<file path="config.mk">
export PLATFORM = sky130hd
export DESIGN_NAME = socd_last_input_wins
export DESIGN_NICKNAME = d
export VERILOG_FILES = /design/src/sv/socd_pkg.sv /design/src/sv/socd_last_input_wins.sv /design/src/sv/socd_in_reg.sv /design/src/sv/socd_core.sv /design/src/sv/socd_out_buf.sv
export SDC_FILE = /design/constraint.sdc
export NUM_CORES = 1
export LEC_CHECK = 0
export BUFFER_PORTS_ARGS = -buffer_cell sky130_fd_sc_hd__buf_4
export CAP_MARGIN = 20
export CORE_MARGIN = 4
export CORE_UTILIZATION = 35
export DETAILED_ROUTE_END_ITERATION = 12
export MAX_ROUTING_LAYER = met4
export PLACE_DENSITY_LB_ADDON = 0.3
export RECOVER_POWER = 50
export SYNTH_ARGS = -nofsm -noshare
export SYNTH_HDL_FRONTEND = slang
export SYNTH_HIERARCHICAL = 1
export SYNTH_SLANG_ARGS = --single-unit
</file>
<file path="constraint.sdc">
create_clock -name clk -period 11.8 [get_ports clk]
set_clock_uncertainty 0.05 [all_clocks]
set_input_delay 0.59 -clock clk [delete_from_list [all_inputs] [get_ports clk]]
set_output_delay 0.59 -clock clk [all_outputs]
set_load 0.05 [all_outputs]
</file>
<file path="src/sv/socd_pkg.sv">
`timescale 1ns / 1ps
// ----------------------------------------------------------------------------
// SOCD neutralizer package
// Shared codes, the reset constant and the item and result types.
// ----------------------------------------------------------------------------
package socd_pkg;

  localparam logic [15:0] HOLDOFF_RESET = 16'd1000;

  localparam logic OP_KEY    = 1'b0;
  localparam logic OP_TOGGLE = 1'b1;

  localparam logic [1:0] ACT_NONE    = 2'd0;
  localparam logic [1:0] ACT_PRESS   = 2'd1;
  localparam logic [1:0] ACT_RELEASE = 2'd2;

  localparam logic [1:0] TS_NONE     = 2'd0;
  localparam logic [1:0] TS_ACCEPTED = 2'd1;
  localparam logic [1:0] TS_IGNORED  = 2'd2;

  typedef struct packed {
    logic        operation;
    logic [2:0]  key_index;
    logic        key_down;
    logic [31:0] now_ms;
  } item_t;

  typedef struct packed {
    logic [1:0] action;
    logic [1:0] action_key;
    logic       handled;
    logic [1:0] toggle_status;
    logic       enabled;
    logic       last_result;
  } result_t;

  typedef struct packed {
    logic    two;
    result_t first;
    result_t second;
  } res_pair_t;

endpackage

</file>
<file path="src/sv/socd_last_input_wins.sv">
`timescale 1ns / 1ps
// ----------------------------------------------------------------------------
// SOCD last-input-wins neutralizer
// Resolves opposing key pairs and toggles neutralization with a holdoff.
// ----------------------------------------------------------------------------
// Channel   Direction  Handshake          Beat contents
// in_       input      in_valid/in_stall  operation, key_index, key_down, now_ms
// out_      output     out_valid/out_stall action, key, handled, toggle, enabled, last
// cfg_      input      cfg_wr_en          toggle holdoff in milliseconds
//
// An item is processed once it is registered and the result buffer can take
// it, and gives one or two result beats.
// The result buffer loads the next item while its final beat goes out.
// Reset is synchronous and active low; the holdoff returns to 1000 ms.
// Stalls on the result side back up into in_stall with no loss of beats.
// ----------------------------------------------------------------------------
module socd_last_input_wins
  import socd_pkg::*;
(
  input  logic        clk,
  input  logic        rst_n,
  input  logic        cfg_wr_en,
  input  logic [15:0] cfg_wr_data,
  input  logic        in_valid,
  output logic        in_stall,
  input  logic        in_operation,
  input  logic [2:0]  in_key_index,
  input  logic        in_key_down,
  input  logic [31:0] in_now_ms,
  output logic        out_valid,
  input  logic        out_stall,
  output logic [1:0]  out_action,
  output logic [1:0]  out_action_key,
  output logic        out_handled,
  output logic [1:0]  out_toggle_status,
  output logic        out_enabled,
  output logic        out_last_result
);

  logic      item_valid;
  item_t     item;
  logic      can_load;
  logic      fire;
  res_pair_t pair;

  assign fire = item_valid && can_load;

  socd_in_reg u_in_reg (
    .clk          (clk),
    .rst_n        (rst_n),
    .in_valid     (in_valid),
    .in_stall     (in_stall),
    .in_operation (in_operation),
    .in_key_index (in_key_index),
    .in_key_down  (in_key_down),
    .in_now_ms    (in_now_ms),
    .take         (fire),
    .item_valid   (item_valid),
    .item         (item)
  );

  socd_core u_core (
    .clk         (clk),
    .rst_n       (rst_n),
    .cfg_wr_en   (cfg_wr_en),
    .cfg_wr_data (cfg_wr_data),
    .fire        (fire),
    .item        (item),
    .pair        (pair)
  );

  socd_out_buf u_out_buf (
    .clk               (clk),
    .rst_n             (rst_n),
    .load              (fire),
    .pair              (pair),
    .can_load          (can_load),
    .out_valid         (out_valid),
    .out_stall         (out_stall),
    .out_action        (out_action),
    .out_action_key    (out_action_key),
    .out_handled       (out_handled),
    .out_toggle_status (out_toggle_status),
    .out_enabled       (out_enabled),
    .out_last_result   (out_last_result)
  );

endmodule

</file>
<file path="src/sv/socd_in_reg.sv">
`timescale 1ns / 1ps
// ----------------------------------------------------------------------------
// SOCD input register
// Holds one input beat until the core takes it.
// ----------------------------------------------------------------------------
module socd_in_reg
  import socd_pkg::*;
(
  input  logic        clk,
  input  logic        rst_n,
  input  logic        in_valid,
  output logic        in_stall,
  input  logic        in_operation,
  input  logic [2:0]  in_key_index,
  input  logic        in_key_down,
  input  logic [31:0] in_now_ms,
  input  logic        take,
  output logic        item_valid,
  output item_t       item
);

  logic  valid_r;
  logic  valid_nxt;
  item_t item_r;
  logic  accept;

  assign in_stall   = valid_r && !take;
  assign accept     = in_valid && !in_stall;
  assign valid_nxt  = accept || (valid_r && !take);
  assign item_valid = valid_r;
  assign item       = item_r;

  always_ff @(posedge clk) begin
    if (!rst_n) begin
      valid_r <= 1'b0;
    end else begin
      valid_r <= valid_nxt;
    end
    if (accept) begin
      item_r.operation <= in_operation;
      item_r.key_index <= in_key_index;
      item_r.key_down  <= in_key_down;
      item_r.now_ms    <= in_now_ms;
    end
  end

endmodule

</file>
<file path="src/sv/socd_core.sv">
`timescale 1ns / 1ps
// ----------------------------------------------------------------------------
// SOCD core
// Key state, enable flag and toggle holdoff; computes one or two results.
// ----------------------------------------------------------------------------
module socd_core
  import socd_pkg::*;
(
  input  logic        clk,
  input  logic        rst_n,
  input  logic        cfg_wr_en,
  input  logic [15:0] cfg_wr_data,
  input  logic        fire,
  input  item_t       item,
  output res_pair_t   pair
);

  logic [3:0]  held_r, held_nxt;
  logic [3:0]  supp_r, supp_nxt;
  logic        en_r, en_nxt;
  logic [31:0] last_ms_r, last_ms_nxt;
  logic [15:0] holdoff_r;
  logic [31:0] elapsed;
  logic [1:0]  k;
  logic [1:0]  opp;
  result_t     r0;
  result_t     r1;
  logic        two;

  always_comb begin
    held_nxt    = held_r;
    supp_nxt    = supp_r;
    en_nxt      = en_r;
    last_ms_nxt = last_ms_r;
    elapsed     = item.now_ms - last_ms_r;
    k           = item.key_index[1:0];
    opp         = k ^ 2'd1;
    r0          = '0;
    r1          = '0;
    two         = 1'b0;
    if (item.operation == OP_TOGGLE) begin
      r0.handled = 1'b1;
      if (elapsed < {16'd0, holdoff_r}) begin
        r0.toggle_status = TS_IGNORED;
      end else begin
        r0.toggle_status = TS_ACCEPTED;
        last_ms_nxt      = item.now_ms;
        en_nxt           = !en_r;
      end
    end else if (item.key_index[2]) begin
      r0 = '0;
    end else if (item.key_down) begin
      held_nxt[k] = 1'b1;
      supp_nxt[k] = 1'b0;
      if (en_r && held_r[opp] && !supp_r[opp]) begin
        supp_nxt[opp]  = 1'b1;
        two            = 1'b1;
        r0.action      = ACT_RELEASE;
        r0.action_key  = opp;
        r0.handled     = 1'b1;
        r1.action      = ACT_PRESS;
        r1.action_key  = k;
        r1.handled     = 1'b1;
      end else begin
        r0.action     = ACT_PRESS;
        r0.action_key = k;
        r0.handled    = 1'b1;
      end
    end else begin
      held_nxt[k]   = 1'b0;
      r0.action_key = k;
      r0.handled    = 1'b1;
      if (supp_r[k]) begin
        supp_nxt[k] = 1'b0;
        r0.action   = ACT_NONE;
      end else begin
        r0.action = ACT_RELEASE;
        if (held_r[opp] && supp_r[opp]) begin
          supp_nxt[opp] = 1'b0;
          two           = 1'b1;
          r1.action     = ACT_PRESS;
          r1.action_key = opp;
          r1.handled    = 1'b1;
        end
      end
    end
    r0.enabled     = en_nxt;
    r1.enabled     = en_nxt;
    r0.last_result = !two;
    r1.last_result = 1'b1;
  end

  assign pair.two    = two;
  assign pair.first  = r0;
  assign pair.second = r1;

  always_ff @(posedge clk) begin
    if (!rst_n) begin
      held_r    <= '0;
      supp_r    <= '0;
      en_r      <= 1'b1;
      last_ms_r <= '0;
      holdoff_r <= HOLDOFF_RESET;
    end else begin
      if (cfg_wr_en) begin
        holdoff_r <= cfg_wr_data;
      end
      if (fire) begin
        held_r    <= held_nxt;
        supp_r    <= supp_nxt;
        en_r      <= en_nxt;
        last_ms_r <= last_ms_nxt;
      end
    end
  end

  // A suppressed key is always a held key.
  a_supp_held: assert property (@(posedge clk) disable iff (!rst_n)
    (supp_r & ~held_r) == 4'd0)
    else $error("suppressed key not held");

  // At most one key of each pair is suppressed.
  a_pair_supp: assert property (@(posedge clk) disable iff (!rst_n)
    !(supp_r[0] && supp_r[1]) && !(supp_r[2] && supp_r[3]))
    else $error("both keys of a pair suppressed");

  // Key state does not move without a processed beat.
  a_state_hold: assert property (@(posedge clk) disable iff (!rst_n)
    !fire |=> $stable(held_r) && $stable(supp_r) && $stable(en_r))
    else $error("key state changed without a beat");

endmodule

</file>
<file path="src/sv/socd_out_buf.sv">
`timescale 1ns / 1ps
// ----------------------------------------------------------------------------
// SOCD result buffer
// Holds the one or two results of an item and hands them out in order.
// ----------------------------------------------------------------------------
module socd_out_buf
  import socd_pkg::*;
(
  input  logic       clk,
  input  logic       rst_n,
  input  logic       load,
  input  res_pair_t  pair,
  output logic       can_load,
  output logic       out_valid,
  input  logic       out_stall,
  output logic [1:0] out_action,
  output logic [1:0] out_action_key,
  output logic       out_handled,
  output logic [1:0] out_toggle_status,
  output logic       out_enabled,
  output logic       out_last_result
);

  logic [1:0] cnt_r, cnt_nxt;
  result_t    res0_r;
  result_t    res1_r;
  logic       pop;

  assign out_valid = cnt_r != 2'd0;
  assign pop       = out_valid && !out_stall;
  assign can_load  = (cnt_r == 2'd0) || (cnt_r == 2'd1 && pop);

  always_comb begin
    cnt_nxt = cnt_r;
    if (load) begin
      cnt_nxt = pair.two ? 2'd2 : 2'd1;
    end else if (pop) begin
      cnt_nxt = cnt_r - 2'd1;
    end
  end

  always_ff @(posedge clk) begin
    if (!rst_n) begin
      cnt_r <= 2'd0;
    end else begin
      cnt_r <= cnt_nxt;
    end
    if (load) begin
      res0_r <= pair.first;
      res1_r <= pair.second;
    end else if (pop && cnt_r == 2'd2) begin
      res0_r <= res1_r;
    end
  end

  assign out_action        = res0_r.action;
  assign out_action_key    = res0_r.action_key;
  assign out_handled       = res0_r.handled;
  assign out_toggle_status = res0_r.toggle_status;
  assign out_enabled       = res0_r.enabled;
  assign out_last_result   = res0_r.last_result;

  // The beat on show is the last of its item exactly when one is left.
  a_last_one: assert property (@(posedge clk) disable iff (!rst_n)
    cnt_r == 2'd1 |-> res0_r.last_result)
    else $error("single pending beat not marked last");

  a_last_two: assert property (@(posedge clk) disable iff (!rst_n)
    cnt_r == 2'd2 |-> !res0_r.last_result && res1_r.last_result)
    else $error("pair of beats marked wrongly");

  // A new item never overwrites a beat that has not gone out.
  a_no_overrun: assert property (@(posedge clk) disable iff (!rst_n)
    load |-> cnt_r == 2'd0 || (cnt_r == 2'd1 && pop))
    else $error("result buffer overrun");

endmodule
</file>
Yosys cells after proc, flatten, opt, wreduce, memory -nomap -nowiden:

Index checks and enable logic that the tools add are counted.

* latch bits: 0
* word-level logic and storage cells: 108
* flip-flop bits (word level): 112
* bits in read-only memories: 0
* RAM bits: 0
* memories kept: 0
* output and inout bits: 11

* equality and inequality tests: 2
* multiplexer cells: 39
* magnitude comparators: 5
* bitwise logic cells: 11
* div/mod/pow operators: 0
* $add $sub $neg: 2
* shift operators: 0
* $mul: 0
* reductions and logical operators: 28

Operators with widths (number)
* $lt 32x16->1: 1
* $mux 4: 8
* $sub 32x32->32: 1
* $mux 5: 5
* $mux 9: 2
* $mux 1: 13
* $and 4x4->4: 3
* $logic_and 1x1->1: 11
* $mux 2: 5
* $not 4->4: 2
* $or 4x4->4: 2
* $bmux 1 s2: 3
* $logic_not 1->1: 6
* $lt 2x3->1 const B: 2
* $reduce_and 3->1: 2
* $reduce_bool 2->1: 3
* $demux 1 s2: 2
* $ge 2x1->1 const B: 2
* $not 1->1: 4
* $reduce_and 4->1: 1
* $mux 3: 1
* $reduce_bool 3->1: 1
* $eq 2x1->1 const B: 1
* $eq 2x2->1 const B: 1
* 4 further kinds: 5

Logic depth before layout (Yosys ltp):

* word-level depth: 11
* mapped depth: 22
* depth with buffers taken out: 21

By module:

The synthesis kept the hierarchy.

Modules (own cells, without submodules)
* socd_core: area an instance 5143.7 µm², sequential area each 1141.1 µm², instances 1, cells an instance 681
* socd_in_reg: area an instance 1158.6 µm², sequential area each 1131.1 µm², instances 1, cells an instance 41
* socd_out_buf: area an instance 805.8 µm², sequential area each 580.6 µm², instances 1, cells an instance 46
* socd_last_input_wins: area an instance 6.3 µm², sequential area each 0.0 µm², instances 1, cells an instance 1

Worst setup path after synthesis:

No wires, ideal clock.

* path kind: flip-flop to flip-flop
* start: reg u_in_reg.item_r (netlist bit u_in_reg/item[0])
* end: reg u_out_buf.res0_r (netlist bit u_out_buf/out_enabled), data pin
* setup time: 0.260 ns
* clock period less this slack: 4.732 ns
* data required time: 11.490 ns
* path slack: 7.068 ns
* data arrival time: 4.422 ns
* path buffers: 1
* cell stages (with the launch flop): 22
* cell sequence: edfxtp_1 > inv_1 > ha_1 > fa_1 > nand2b_1 > a21oi_1 > nor2_1 > or2_2 > o21ai_0 > xor2_1 > ha_1 > a21o_1 > a211oi_1 > a2bb2oi_1 > nand4_1 > nor4_1 > o2111ai_1 > nor4_4 > nor2b_1 > xor2_1 > buf_4 > mux2_2

* word-level cells in the longest chain between the ends: 5

Ends and longest elaborated chain
* start, declared: RTL line socd_in_reg.sv:24 `item_t item_r;`
* $sub 32x32->32: RTL line socd_core.sv:35 `elapsed = item.now_ms - last_ms_r;`
* $lt 32x16->1: RTL line socd_core.sv:43 `if (elapsed < {16'd0, holdoff_r}) begin`
* $mux 1: RTL line socd_core.sv:43
* $mux 1: RTL line socd_core.sv:41 `if (item.operation == OP_TOGGLE) begin`
* net u_core.en_nxt: RTL line socd_core.sv:20 `logic en_r, en_nxt;`
* $mux 9: RTL line socd_out_buf.sv:48 `if (load) begin`
* end signal, assigned: RTL line socd_out_buf.sv:49 `res0_r <= pair.first;`
* end signal, assigned: RTL line socd_out_buf.sv:52 `res0_r <= res1_r;`
* end, declared: RTL line socd_out_buf.sv:25 `result_t res0_r;`

The timed path passes the listed nets, and every way through them passes these cells.
A chain may end at the register's enable or synchronous reset.

==> flow_metrics.py <==
metrics = {
    "outcome": {
        "outcome": "complete, but fails checks",
        "violations": "max-capacitance violations, max-slew violations",
    },
    "finish": {
        "drive_gt1_frac": 0.141,
        "multi_input_area_sq_um": 3790,
        "diodes": 0,
        "area_delta_synth_final_pct": 16.5,
        "num-nets-final": 927,
        "seq_area_sq_um": 2850,
        "fillCellCount": 1954,
    },
    "die": {
        "die_y_microns": 151,
        "dieArea_sq_um": 22700,
        "core_area_sq_um": 19700,
        "die_x_microns": 151,
        "rows": 51,
        "initial_utilization": 0.361,
        "io_pins": 69,
    },
    "setup_path": {
        "start_kind": "register",
        "cp-endpoint": "u_out_buf/out_enabled",
        "path_class": "register to register",
        "max_stage_delay_ps": 450,
        "worstSetupStartpoint": "u_in_reg/item[0]",
        "crit_required_ps": 11910,
        "endpoint_kind": "register",
        "cp_max_fo": 5,
        "regToRegSetupSlack_ps": 6650,
        "reg2reg_from": "u_in_reg/item[0]",
        "worst_r2r_path_depth": 21,
        "timing.rr.end": "u_out_buf/out_enabled",
        "critical_path.slowest_cell": "nor4_4",
        "arrival_ps": 5260,
        "crit_chain": "inv_1, ha_1, fa_1, nand2b_1, a21oi_1, nor2_1, or2_2, o21ai_0, xor2_1, ha_1, nand4_1, nor2_1, a211oi_1, a2bb2oi_1, nand4_1, nor4_1, o2111ai_1, nor4_4, nor2b_1, xor2_1, mux2_2",
    },
    "yosys": {
        "synth.largest_area_cell": "edfxtp_1",
        "synthMuxAreaShare": 0.0915,
        "ys_types": 71,
        "yosys.area_share.xor_xnor": 0.0234,
        "yosysMostFrequentCell": "nand2_1",
        "synth-edff-count": 55,
        "synthFlopType": "dfxtp_1",
        "yosysSeqAreaShare": 0.401,
        "ys_ff_latch": 115,
        "synth_top_family_by_area": "simple AND/OR/NAND/NOR gates",
        "synth_area_leaders": "edfxtp_1 23%, dfxtp_1 17%, ha_1 8.8%, mux2i_1 6.6%, nand2_1 6.0%",
        "synthSimpleGateAreaFrac": 0.167,
        "syn_area_per_cell_sq_um": 9.25,
        "synth_compound_area_frac": 0.157,
        "syn_area_sq_um": 7110,
        "yosys-top-cells-count": "113 x nand2_1, 67 x inv_1, 60 x dfxtp_1, 55 x edfxtp_1, 50 x ha_1",
        "synth_cells": 769,
        "synthAdderAreaFrac": 0.0907,
        "synthArstFlopShare": 0,
        "yosys_warnings": 6,
        "yosysTopAreaCellShare": 0.232,
    },
    "worst_hold_path": {
        "hold_path.class": "input port to register",
    },
    "clock_tree": {
        "cts.sinks": 115,
        "htreeDepth": 4,
        "cts_buffers": 17,
        "clkTransAtPathRegs_ps": 50,
        "cts_tree": "built",
        "clock_latency_ps": 410,
        "post_cts_buffers": 0,
        "post_cts_resized": 0,
        "cts-root-buf": "clkbuf_16",
        "cts_buffer_depth": 2,
        "hold_buffers": 0,
    },
    "timing": {
        "hold_viol": 0,
        "tightestPinTransition_ps": 3560,
        "fin_crit_ps": 5150,
        "maxSlewHeadroom": -1.37,
        "setup_violations": 0,
        "rsz0062_at_grt": "no",
        "timing.hold.ws_ps": 321,
        "max_freq_mhz": 194,
        "finalMaxSlewViolations": 93,
        "fin_crit_sh": 0.436,
        "setup_tns_ps": 0,
    },
    "drt": {
        "avgViaCountPerCell": 5.03,
        "drt-total-wl_microns": 15800,
        "ant_nets": 0,
        "drc_errors": 0,
        "vias": 5508,
        "first_pass_iters": 5,
        "wl_per_cell_microns": 14.4,
        "drtIter0Drc": 303,
    },
    "grt": {
        "first_global_vias": 5312,
        "grt_max_degree": 93,
        "grt_overflow_total": 0,
        "grt_pass1_wl_microns": 26400,
        "grt_usage": 0.151,
        "antenna_found_initial": 0,
    },
    "power": {
        "p_per_area_nw_per_um2": 152,
        "leakage_nw": 3.19,
        "vdd_drop_max_mv": 0.0908,
    },
    "place": {
        "dpl.hpwl_microns": 11800,
        "routabilityCongestion": 0.911,
        "portBuffers": 68,
    },
    "run": {
        "timing.max_cap.violations": 1,
    },
}
-- flip-flops by register name, indices dropped and copies added (netlist names), 2 cells and up, named ones only --
register,cells
u_out_buf/out_action_key,2
u_in_reg/item,37
u_out_buf/cnt_r,2
u_out_buf/out_action,2
u_out_buf/out_toggle_status,2
u_out_buf/res1_r,9
u_core/last_ms_r,32
u_core/holdoff_r,16
-- final cells by class --
cell class                 count  area share
multi-input combinational    546       0.457
clock inverter                11      0.0165
clock buffer                  21      0.0531
sequential                   115       0.344
inverter                      67      0.0303
tap                          265      0.0400
timing repair buffer          71      0.0584
-- power breakdown --
group / switching [W] / internal [W] / leakage, nW / total, W
sequential: 0.0000157 / 0.000453 / 1.02 / 0.000469
combinational: 0.000175 / 0.000113 / 1.90 / 0.000288
clock: 0.000175 / 0.000329 / 0.274 / 0.000504
-- critical path, delay by kind of cell (launching register included) --
kind	cells	cell delay [ps]
AO/OA/AOI/OAI	5	1180
XOR/XNOR	2	330
adder cells (fa/ha/maj)	3	870
buffers and inverters	1	50
flip-flops	1	340
multiplexers	1	260
AND/OR/NAND/NOR	9	1810
-- worst min-delay path by stage --
stage                         startpoint              endpoint  cells after the start
detailed placement  u_core/last_ms_r[17]  u_core/last_ms_r[17]                      2
floorplan           u_core/last_ms_r[10]  u_core/last_ms_r[10]                      2
CTS                         in_now_ms[0]      u_in_reg/item[0]                      1
global placement     u_core/last_ms_r[9]   u_core/last_ms_r[9]                      2
finish                     in_now_ms[24]     u_in_reg/item[24]                      1
global route               in_now_ms[31]     u_in_reg/item[31]                      1
-- metal layers --
metal | vias up | global-route usage | wire length, microns
met2 | 127 | 0.222 | 7110
met4 | 0 | 0.0549 | 299
met3 | 24 | 0.0334 | 710
met5 | - | - | 0
li1 | 2821 | - | -
met1 | 2536 | 0.204 | 7690
-- layout by cell type (no fill, tap or decap), types with 5 or more instances in the layout --
master	count
a31oi_1	5
clkbuf_16	17
nor2_1	38
nor3_1	14
xor2_1	9
mux2_2	10
edfxtp_1	55
a211oi_1	7
clkbuf_4	36
dfxtp_1	60
nand3_1	8
nor4_1	5
a21o_1	17
o21ai_0	24
clkbuf_1	17
buf_4	22
nand4_1	15
nand2b_1	8
nand2_1	113
nor2b_1	19
ha_1	50
o21a_1	12
a21oi_1	43
o211ai_1	10
mux2i_1	47
xnor2_1	10
inv_1	67
-- logic make-up after synthesis --
logic type,after synthesis
AO/OA/AOI/OAI,164
XOR/XNOR,19
adder cells (fa/ha/maj),51
buffers and inverters,110
flip-flops,115
multiplexers,60
other,2
AND/OR/NAND/NOR,248
-- per-stage QoR --
stage | total power, W | utilization | std cells | setup WS, ps | area (sq um)
finish | 0.00126 | 0.420 | 1096 | 6650 | 8290
CTS | 0.00128 | 0.423 | 1096 | 6650 | 8340
global route | 0.00134 | 0.420 | 1096 | 6340 | 8290
global placement | 0.000769 | 0.394 | 1064 | 6820 | 7760
detailed placement | 0.000769 | 0.394 | 1064 | 6660 | 7760
floorplan | 0.000695 | - | 771 | 7070 | 7120
Power figures use the tool's default switching activity.
